===== config.mk =====
export PLATFORM = sky130hd
export DESIGN_NAME = ucpt_queue
export DESIGN_NICKNAME = d
export VERILOG_FILES = /design/src/hdl/ucpt_pkg.sv /design/src/hdl/ucpt_queue.sv
export SDC_FILE = /design/constraint.sdc
export NUM_CORES = 1
export LEC_CHECK = 0
export BUFFER_PORTS_ARGS = -buffer_cell sky130_fd_sc_hd__buf_2
export CAP_MARGIN = 20
export CORE_MARGIN = 2
export CORE_UTILIZATION = 30
export DETAILED_ROUTE_END_ITERATION = 10
export PLACE_DENSITY = 0.57
export REMOVE_ABC_BUFFERS = 1
export SLEW_MARGIN = 0
export SYNTH_ARGS = -nofsm -noshare
export SYNTH_HDL_FRONTEND = slang
export SYNTH_SLANG_ARGS = --single-unit

===== constraint.sdc =====
create_clock -name clk -period 1.8 [get_ports clk]
set_input_delay 0.27 -clock clk [delete_from_list [all_inputs] [get_ports clk]]
set_output_delay 0.27 -clock clk [all_outputs]
set_load 0.02 [all_outputs]

===== src/hdl/ucpt_pkg.sv =====
// Shared types, constants and helpers for the unicycle point-tracking controller.
// No dependencies; imported by every module of the block.
package ucpt_pkg;

	localparam int GAIN_W      = 24;
	localparam int IN_W        = 32;
	localparam int HEAD_W      = 19;
	localparam int SPEED_W     = 14;
	localparam int TURN_W      = 19;
	localparam int CFG_IDX_W   = 2;
	localparam int QUEUE_DEPTH = 4;
	localparam int ATAN_LEN    = 24;

	typedef enum logic [CFG_IDX_W-1:0] {
		REG_KX      = 2'd0,
		REG_KY      = 2'd1,
		REG_HEADING = 2'd2
	} cfg_reg_t;

	typedef struct packed {
		logic full;
		logic empty;
	} queue_stat_t;

	// atan(2^-i), Q2.30, truncated
	localparam longint ATAN_Q30 [ATAN_LEN] = '{
		64'sd843314856, 64'sd497837829, 64'sd263043836, 64'sd133525158,
		64'sd67021686,  64'sd33543515,  64'sd16775850,  64'sd8388437,
		64'sd4194282,   64'sd2097149,   64'sd1048575,   64'sd524287,
		64'sd262143,    64'sd131071,    64'sd65535,     64'sd32767,
		64'sd16383,     64'sd8191,      64'sd4095,      64'sd2047,
		64'sd1023,      64'sd511,       64'sd255,       64'sd127
	};
	localparam longint PI_Q30 = 64'sd3373259426;

	// Q2.30 to frac fraction bits, round half up
	function automatic longint from_q30(input longint a, input int frac);
		int sh;
		sh = 30 - frac;
		return (a + (longint'(1) << (sh - 1))) >>> sh;
	endfunction

	function automatic int max_int(input int a, input int b);
		return (a > b) ? a : b;
	endfunction

	function automatic int min_int(input int a, input int b);
		return (a < b) ? a : b;
	endfunction

	// width of the velocity demands ux, uy
	function automatic int ux_width(input int frac);
		return max_int(IN_W, GAIN_W + IN_W + 2 - frac) + 1;
	endfunction

endpackage


===== src/hdl/ucpt_queue.sv =====
// Short queue between the front end and the back end.
// Depends on ucpt_pkg for depth and status struct.
module ucpt_queue import ucpt_pkg::*; #(
	parameter int DW = 8
) (
	input  logic          clk,
	input  logic          arst_n,
	input  logic          push,
	input  logic [DW-1:0] wdata,
	input  logic          pop,
	output logic [DW-1:0] rdata,
	output queue_stat_t   stat
);

	localparam int AW = $clog2(QUEUE_DEPTH);
	localparam int CW = $clog2(QUEUE_DEPTH + 1);

	logic [DW-1:0] mem_q [QUEUE_DEPTH];
	logic [AW-1:0] wr_ptr_q, rd_ptr_q;
	logic [CW-1:0] count_q;

	assign stat.full  = (count_q == CW'(QUEUE_DEPTH));
	assign stat.empty = (count_q == '0);
	assign rdata      = mem_q[rd_ptr_q];

	always_ff @(posedge clk or negedge arst_n) begin
		if (!arst_n) begin
			wr_ptr_q <= '0;
			rd_ptr_q <= '0;
			count_q  <= '0;
		end else begin
			if (push) wr_ptr_q <= wr_ptr_q + 1'b1;
			if (pop)  rd_ptr_q <= rd_ptr_q + 1'b1;
			if (push && !pop)      count_q <= count_q + 1'b1;
			else if (pop && !push) count_q <= count_q - 1'b1;
		end
	end

	always_ff @(posedge clk) begin
		if (push) mem_q[wr_ptr_q] <= wdata;
	end

	a_not_full_and_empty: assert property (@(posedge clk) disable iff (!arst_n)
		!(stat.full && stat.empty))
		else $error("queue full and empty at once");

	a_push_grows: assert property (@(posedge clk) disable iff (!arst_n)
		(push && !pop) |=> count_q == $past(count_q) + 1'b1)
		else $error("queue count missed a push");

	a_pop_shrinks: assert property (@(posedge clk) disable iff (!arst_n)
		(pop && !push) |=> count_q == $past(count_q) - 1'b1)
		else $error("queue count missed a pop");

	a_ptr_gap: assert property (@(posedge clk) disable iff (!arst_n)
		AW'(wr_ptr_q - rd_ptr_q) == AW'(count_q))
		else $error("queue pointers disagree with count");

endmodule


==> results.toml, run 1 <==
[floorplanning]
dieArea_sq_um = 5750
core.rowCount = 26
chipHeight_microns = 75.8
core-area_sq_um = 5040
initial_core_util_pct = 30.7
die_w_microns = 75.8
io_pins = 22

[drt]
drc_errors = 0
num_vias = 720
drt_iter0_markers = 24
wl_per_cell_microns = 12.6
drt_pass1_iterations = 4
antenna_left = 0
via_per_inst = 4.07
totalWireLength_microns = 2240

[layout]
fillCellCount = 455
nNetsFinal = 124
drive_gt1_share_pct = 38.3
syn_to_final_growth_pct = 25.3
regArea_sq_um = 1140
antenna_cells = 0
final_util_pct = 38.5
multi_input_area_sq_um = 380
layout.cells.non_filler = 177
layout.cells.most_common = "edfxtp_1"
layout_common_cells = "edfxtp_1, buf_2, buf_6, mux4_2, dfrtp_1"

[worst_setup_path]
cp-end-kind = "primary output"
crit_start = "rd_ptr_q[0]"
critical_path_arrival_ps = 1490
startpoint_type = "flop"
critPathKind = "flop to primary output"
worstPathMaxFanout = 5
regToRegStartpoint = "wr_ptr_q[0]"
required_ps = 1530

[clock_tree]
cts_buffers = 5
insertion_delay_ps = 300
cts_root_buffer = "clkbuf_8"
cts_tree = "done"
clockBufferDepth = 2
clk_pin_slew_worst_paths_ps = 80
h-tree-depth = 2
cts_sinks = 39

[synthesis]
synth_cell_types = 17
avgSynthCellArea_sq_um = 20.4
synth.ff_latch_count = 39
seq_area_frac_synth_pct = 73.4
synth.cell_area_sq_um = 1550
synth_top_cell_by_area = "edfxtp_1"
synthCells = 76
yosysTopAreaCellShare_pct = 62.1
yosys_warnings = 0
synth.area.top_cells = "edfxtp_1, mux4_2, dfrtp_1, ha_1, xor2_1"

[place]
dp_cells = 167
portBuffers = 21
dpl.hpwl_microns = 1610
pre_cts_slack_ps = 217
gp_congestion = 0.666

[global_routing]
grt_pass1_vias = 754
antenna_found_initial = 0
grtUsageTotal_pct = 9.00
grt_max_degree = 14
grt.overflow.total = 0
grt_pass1_wl_microns = 3550

[sta]
worst_pin_slew_ps = 443
fmax_mhz = 568
slew_headroom_pct = 70.5
finalCritPeriodShare_pct = 97.9
layout_setup_ws_ps = 38.1
timing_hold_violations_final = 0
rsz0062_at_grt = "true"
setup_viol = 0
final.setup_skew_ps = 13.6
slew_violations = 0
hold_ws_ps = 175
min_period_ps = 1760

[pwr]
power_leakage_uw = 0.000726
clkPwrFrac_pct = 23.0
seqPwrFrac_pct = 42.2
powerDensity_nw_per_um2 = 1650
p_int_uw = 2250
p_sw_share_pct = 30.0
p_comb_share_pct = 34.7
power_uw = 3210
power.switching_uw = 960
ir_drop_uv = 600

[hold_path]
min_from = "pop"
hold_path_class = "primary input to flop"

[run]
cap_violations = 0

[status]
outcome = "finished, final reports clean"
## state kept, by name, indices dropped and copies added (netlist names)
signal,cells
rd_ptr_q,2
wr_ptr_q,2
mem_q,32
count_q,3
## worst max-delay path, cell delays in order (launching register included)
cell and delay (ps):
dfrtp_1 380, buf_6 150, mux4_2 510, buf_6 150
## repair_timing
action | 4_1_cts | 5_1_grt
setup endpoints to repair | 0 | 8
hold buffers | 1 | 0
setup buffers | 0 | 1
endpoints found under the hold margin | 7 | 0
resized for setup | 0 | 18
## final timing paths
check / endpoint / slack, ps / cells after the start
max in group asynchronous: count_q[2] / 1310 / 2
min in group asynchronous: wr_ptr_q[1] / 330 / 2
worst max-delay path: rdata[3] / 40 / 3
worst min-delay path: rd_ptr_q[0] / 180 / 2
worst max register to register: mem_q[2][1] / 390 / 3
worst min register to register: count_q[2] / 510 / 1
## cells by family after synthesis
group           Yosys count  share of synthesized area (%)
compound gates            1                          0.323
xor+xnor                  6                           3.40
fa+ha+maj                 6                           5.34
buf+inv                   6                           2.02
flops                    39                           73.4
mux                       9                           12.4
simple gates              9                           3.15
## power by group through the flow
stage / clock [uW] / combinational, uW / sequential, uW
2_1_floorplan: 0 / 620 / 1370
3_3_place_gp: 0 / 937 / 1360
3_5_place_dp: 0 / 949 / 1370
4_1_cts: 749 / 948 / 1360
5_1_grt: 788 / 1220 / 1380
6_report: 738 / 1110 / 1350
## synthesized netlist by cell type
cell,count
nand2_1,2
xor2_1,4
dfrtp_1,7
edfxtp_1,32
xnor2_1,2
buf_6,1
nor3_1,1
mux2_2,1
inv_1,4
mux4_2,8
o21ai_0,1
nor2_1,1
fa_1,1
and2_1,4
nor3b_1,1
ha_1,5
buf_2,1
## layer usage
metal | track usage (%) | wire [microns] | vias to the layer above
li1 | - | - | 346
met5 | 0 | 0 | -
met1 | 9.78 | 903 | 349
met2 | 15.0 | 1140 | 17
met3 | 2.91 | 135 | 8
met4 | 5.85 | 57 | 0
## final cells by class
| cell class | instances | share of cell area [%] |
|---|---|---|
| multi-input cells | 31 | 19.6 |
| repair buffers | 25 | 10.1 |
| clock inverters | 1 | 0.323 |
| inverters | 4 | 0.774 |
| well taps | 70 | 4.52 |
| flip-flops and latches | 39 | 58.6 |
| clock buffers | 7 | 6.13 |
## stage by stage
stage,TNS [ps],cell area (sq um)
final,0,1940
after global routing,-128,1940
after CTS,0,1870
after detailed placement,0,1740
after global placement,0,1740
after floorplan,0,1530
No activity file was read; power rests on OpenSTA's default activity.
==> inputs of run 2 (changes only) <==
==> constraint.sdc (replaced) <==
create_clock -name clk -period 1.8 [get_ports clk]
set_input_delay 0.36 -clock clk [delete_from_list [all_inputs] [get_ports clk]]
set_output_delay 0.36 -clock clk [all_outputs]
set_load 0.02 [all_outputs]
==> results.toml, run 2 (same netlist as run 1, synthesis figures left out) <==
[global_routing]
grt_max_degree = 12
busiest_layer = "met2"
grt.overflow.total = 0
use_met2_pct = 16.0
met1_usage_pct = 11.2
grt_pass1_vias = 772
grtUsageTotal_pct = 9.68
grt_pass1_wl_microns = 3820
antenna_found_initial = 0
grtUsageMet3_pct = 4.23

[layout]
nNetsFinal = 123
reg.largest.list = "mem_q (32), count_q (3)"
layout.cells.most_common = "edfxtp_1"
drive_gt1_share_pct = 34.9
layout.cells.non_filler = 176
fillCellCount = 497
fin_area_sq_um = 1890
layout_common_cells = "edfxtp_1, buf_2, mux4_2, dfrtp_1, buf_6"
largest_register_ffs = 32
regMostFlops = "mem_q"
antenna_cells = 0
syn_to_final_growth_pct = 21.8

[clock_tree]
insertion_delay_ps = 280
clockBufferDepth = 2
cts_tree = "done"
cts_sinks = 39
clk_pin_slew_worst_paths_ps = 70
cts_buffers = 5
cts_root_buffer = "clkbuf_8"
h-tree-depth = 2
post-cts-setup-buffers = 0

[status]
outcome = "finished, violations left"
failed_checks = "setup timing"

[floorplanning]
core-area_sq_um = 5040
io_pins = 22
initial_core_util_pct = 30.7
chipHeight_microns = 75.8
core.rowCount = 26
die_w_microns = 75.8
dieArea_sq_um = 5750

[sta]
final.setup_skew_ps = 4.82
rsz0062_at_grt = "true"
setup_viol = 8
fmax_mhz = 542
worst_pin_slew_ps = 442
layout_setup_ws_ps = -44.8
slew_headroom_pct = 70.5
finalCritPeriodShare_pct = 102
timing_hold_violations_final = 0
hold_ws_ps = 289
slew_violations = 0
min_period_ps = 1840

[worst_setup_path]
cp-end-kind = "primary output"
critPathKind = "flop to primary output"
cp_top_family = "multiplexers"
crit_path_max_incr_delay_ps = 490
worstPathCellList = "buf_4, mux4_2, buf_2"
required_ps = 1440
critical_path_arrival_ps = 1480
cp_num_buf_inv = 2
worstPathMaxFanout = 3
cp_slowest_cell = "mux4_2"
startpoint_type = "flop"

[place]
portBuffers = 21
place_area_sq_um = 1750
gp_congestion = 0.694
dpl.hpwl_microns = 1660
dp_cells = 167

[pwr]
ir_drop_uv = 614
power_leakage_uw = 0.000696
power_uw = 2990
powerDensity_nw_per_um2 = 1590

[drt]
drt_pass1_iterations = 4
drc_errors = 0
antenna_left = 0
drt_iter0_markers = 27
totalWireLength_microns = 2330
num_vias = 710
via_per_inst = 4.03
wl_per_cell_microns = 13.2

[run]
cap_violations = 0

[hold_path]
hold_path_class = "primary input to flop"
## run 2: cell count changes in the layout (fill, tap and decap cells not counted)
cell,previous run,this run
clkbuf_16,2,0
buf_12,0,1
inv_4,1,0
clkbuf_1,0,3
buf_6,10,7
buf_2,13,14
## run 2: where the power goes
group | leakage, uW | switching, uW | internal (uW)
clock network | 0.0000395 | 262 | 275
registers | 0.000376 | 147 | 1210
logic | 0.000280 | 516 | 580
total | 0.000696 | 926 | 2070
## run 2: timing repair
action,4_1_cts,5_1_grt
gates cloned,0,0
hold buffers,1,0
hold endpoints to repair,7,0
setup endpoints to repair,8,8
resized for setup,14,0
## run 2: final cells by class
class | count | area [sq um] | share of cell area (%)
tap | 70 | 87.6 | 4.64
inverter | 4 | 15.0 | 0.796
sequential | 39 | 1140 | 60.3
clock buffer | 8 | 80.1 | 4.25
multi-input combinational | 31 | 380 | 20.2
timing repair buffer | 24 | 186 | 9.89
## run 2: path summary, 6_finish.rpt
kind | startpoint | endpoint | slack, ps | depth (start not counted)
max | rd_ptr_q[0] | rdata[2] | -40 | 3
min | wdata[3] | mem_q[3][3] | 290 | 1
max reg2reg | count_q[0] | count_q[2] | 410 | 4
min reg2reg | count_q[2] | count_q[2] | 500 | 1
max in group asynchronous | arst_n | rd_ptr_q[1] | 1200 | 2
min in group asynchronous | arst_n | wr_ptr_q[1] | 440 | 2
## run 2: worst reg2reg max path: cells and delay by family, from the launching register on
kind                     cells  cell delay (ps)
XOR/XNOR                     2              320
adder cells (fa/ha/maj)      1              450
flip-flops                   1              440
AND/OR/NAND/NOR              1              110
## run 2: stage by stage
| stage | TNS (ps) | worst slack (ps) | utilization (%) |
|---|---|---|---|
| after floorplan | 0 | 196 | - |
| after detailed placement | 0 | 124 | 34.7 |
| final | -247 | -44.8 | 37.4 |
| after global routing | -797 | -111 | 37.4 |
| after CTS | -454 | -67.5 | 37.4 |
| after global placement | 0 | 192 | 34.7 |
## run 2: layer usage
layer / vias to the layer above / routed length [microns]
met5: - / 0
met1: 348 / 961
met2: 17 / 1190
met4: 0 / 35
li1: 341 / -
met3: 4 / 145
==> inputs of run 3 (changes only) <==
--- a/config.mk
+++ b/config.mk
@@ -8,9 +8,9 @@
 export BUFFER_PORTS_ARGS = -buffer_cell sky130_fd_sc_hd__buf_2
 export CAP_MARGIN = 20
 export CORE_MARGIN = 2
-export CORE_UTILIZATION = 30
+export CORE_UTILIZATION = 23
 export DETAILED_ROUTE_END_ITERATION = 10
-export PLACE_DENSITY = 0.57
+export PLACE_DENSITY = 0.49
 export REMOVE_ABC_BUFFERS = 1
 export SLEW_MARGIN = 0
 export SYNTH_ARGS = -nofsm -noshare
==> constraint.sdc (replaced) <==
create_clock -name clk -period 1.8 [get_ports clk]
set_input_delay 0.09 -clock clk [delete_from_list [all_inputs] [get_ports clk]]
set_output_delay 0.09 -clock clk [all_outputs]
set_load 0.02 [all_outputs]
==> results.toml, run 3 (same netlist as run 1, synthesis figures left out) <==
[status]
outcome = "finished, final reports clean"

[sta]
tns_ps = 0
min_period_ps = 1610
layout_setup_ws_ps = 190
rsz0062_at_grt = "false"
finalCritPeriodShare_pct = 89.5
fmax_mhz = 621
slew_violations = 0
worst_pin_slew_ps = 451
slew_headroom_pct = 69.9
timing_hold_violations_final = 0
final.setup_skew_ps = 3.88
setup_viol = 0

[hold_path]
hold_end = "rd_ptr_q[0]"
min_from = "pop"
whs_path_depth = 2
hold_path_class = "primary input to flop"

[run]
cap_violations = 0

[clock_tree]
cts_tree = "done"
cts_buffers = 5
holdBufCountCts = 1
h-tree-depth = 2
cts_resized = 0
cts_root_buffer = "clkbuf_8"
clk_pin_slew_worst_paths_ps = 70
post-cts-setup-buffers = 0
clockBufferDepth = 2
insertion_delay_ps = 290
cts_sinks = 39

[floorplanning]
core-area_sq_um = 6420
chipHeight_microns = 86.0
initial_core_util_pct = 24.1
die_w_microns = 86.0
core.rowCount = 29
io_pins = 22
dieArea_sq_um = 7400

[drt]
drt_pass1_iterations = 4
totalWireLength_microns = 2670
antenna_left = 0
via_per_inst = 4.03
wl_per_cell_microns = 14.6
drt_iter0_markers = 53
num_vias = 738
met1_length_microns = 1130
wl_met3_microns = 134
dr.max_layer_used = "met4"
wl_met2_microns = 1350
drc_errors = 0

[worst_setup_path]
cp-end-kind = "primary output"
timing.rr.end = "count_q[2]"
cp_num_buf_inv = 2
r2r_slack_ps = 390
reg2reg_depth = 4
startpoint_type = "flop"
cp_slowest_cell = "mux4_2"
worstPathCellList = "buf_4, mux4_2, buf_2"
worstPathMaxFanout = 6
critPathKind = "flop to primary output"
required_ps = 1710
regToRegStartpoint = "count_q[0]"
critical_path_arrival_ps = 1520
crit_path_max_incr_delay_ps = 520
cp_top_family = "multiplexers"

[pwr]
powerDensity_nw_per_um2 = 1540
p_sw_share_pct = 33.1
ir_drop_uv = 499
power.switching_uw = 944
power_leakage_uw = 0.000677
p_int_uw = 1910
clkPwrFrac_pct = 20.1
p_comb_share_pct = 32.3
seqPwrFrac_pct = 47.6

[place]
portBuffers = 21
pre_cts_slack_ps = 338
dpl.hpwl_microns = 1900
gp_congestion = 0.638
place_area_sq_um = 1750

[global_routing]
grt_max_degree = 14
antenna_found_initial = 0
grt.overflow.total = 0
grtUsageTotal_pct = 8.15
grt_pass1_wl_microns = 4300
grt_pass1_vias = 837

[layout]
final_util_pct = 28.8
antenna_cells = 0
syn_to_final_growth_pct = 19.3
drive_gt1_share_pct = 37.7
fillCellCount = 636
regMostFlops = "mem_q"
layout_common_cells = "edfxtp_1, buf_2, mux4_2, dfrtp_1"
layout.cells.most_common = "edfxtp_1"
regArea_sq_um = 1140
reg.largest.list = "mem_q (32), count_q (3)"
multi_input_area_sq_um = 380
fin_area_sq_um = 1850
nNetsFinal = 123
largest_register_ffs = 32
==> run 3: cell types whose count changed in the layout (fill, tap and decap cells not counted), sizes merged <==
| cell | change |
|---|---|
| clkinvlp | +2 |
| clkbuf | -3 |
| clkinv | +1 |
==> run 3: routing by layer <==
layer	vias to the layer above	global-route usage (%)
met5	-	0
met4	0	4.33
met3	6	3.18
met2	19	12.9
met1	369	9.54
li1	344	-
==> run 3: layout make-up <==
cell class / count / share of cell area [%]
Timing Repair Buffer: 24 / 7.05
Inverter: 4 / 0.813
Clock buffer: 5 / 3.73
Clock inverter: 3 / 1.08
Tap cell: 77 / 5.22
Sequential cell: 39 / 61.5
Multi-Input combinational cell: 31 / 20.6
==> run 3: how the worst max path moves through the flow <==
stage,start,to,slack (ps),cells after the start
after global routing,rd_ptr_q[0],rdata[1],120,3
after global placement,wr_ptr_q[1],mem_q[1][3],430,3
final,rd_ptr_q[0],rdata[1],190,3
after CTS,rd_ptr_q[0],rdata[1],160,3
after detailed placement,push,count_q[2],340,7
after floorplan,rd_ptr_q[0],rdata[0],470,1
==> run 3: power groups by stage <==
stage                     registers (uW)  logic [uW]  clock network (uW)
final                               1360         921                 572
after global routing                1390        1020                 646
after CTS                           1360         953                 597
after detailed placement            1380         949                   0
after global placement              1370         932                   0
after floorplan                     1370         620                   0
==> run 3: worst reg2reg max path, stage by stage (launching register included) <==
cell and delay [ps]:
dfrtp_1 450, fa_1 460, xor2_1 170, nor2_1 130
xor2_1 150
==> run 3: through the flow <==
stage	std cells	power (uW)	hold slack (ps)
final	183	2850	10.1
after floorplan	74	1990	-206
after CTS	183	2910	11.6
after global placement	174	2300	-71.0
after global routing	183	3050	6.21
after detailed placement	174	2330	-65.9
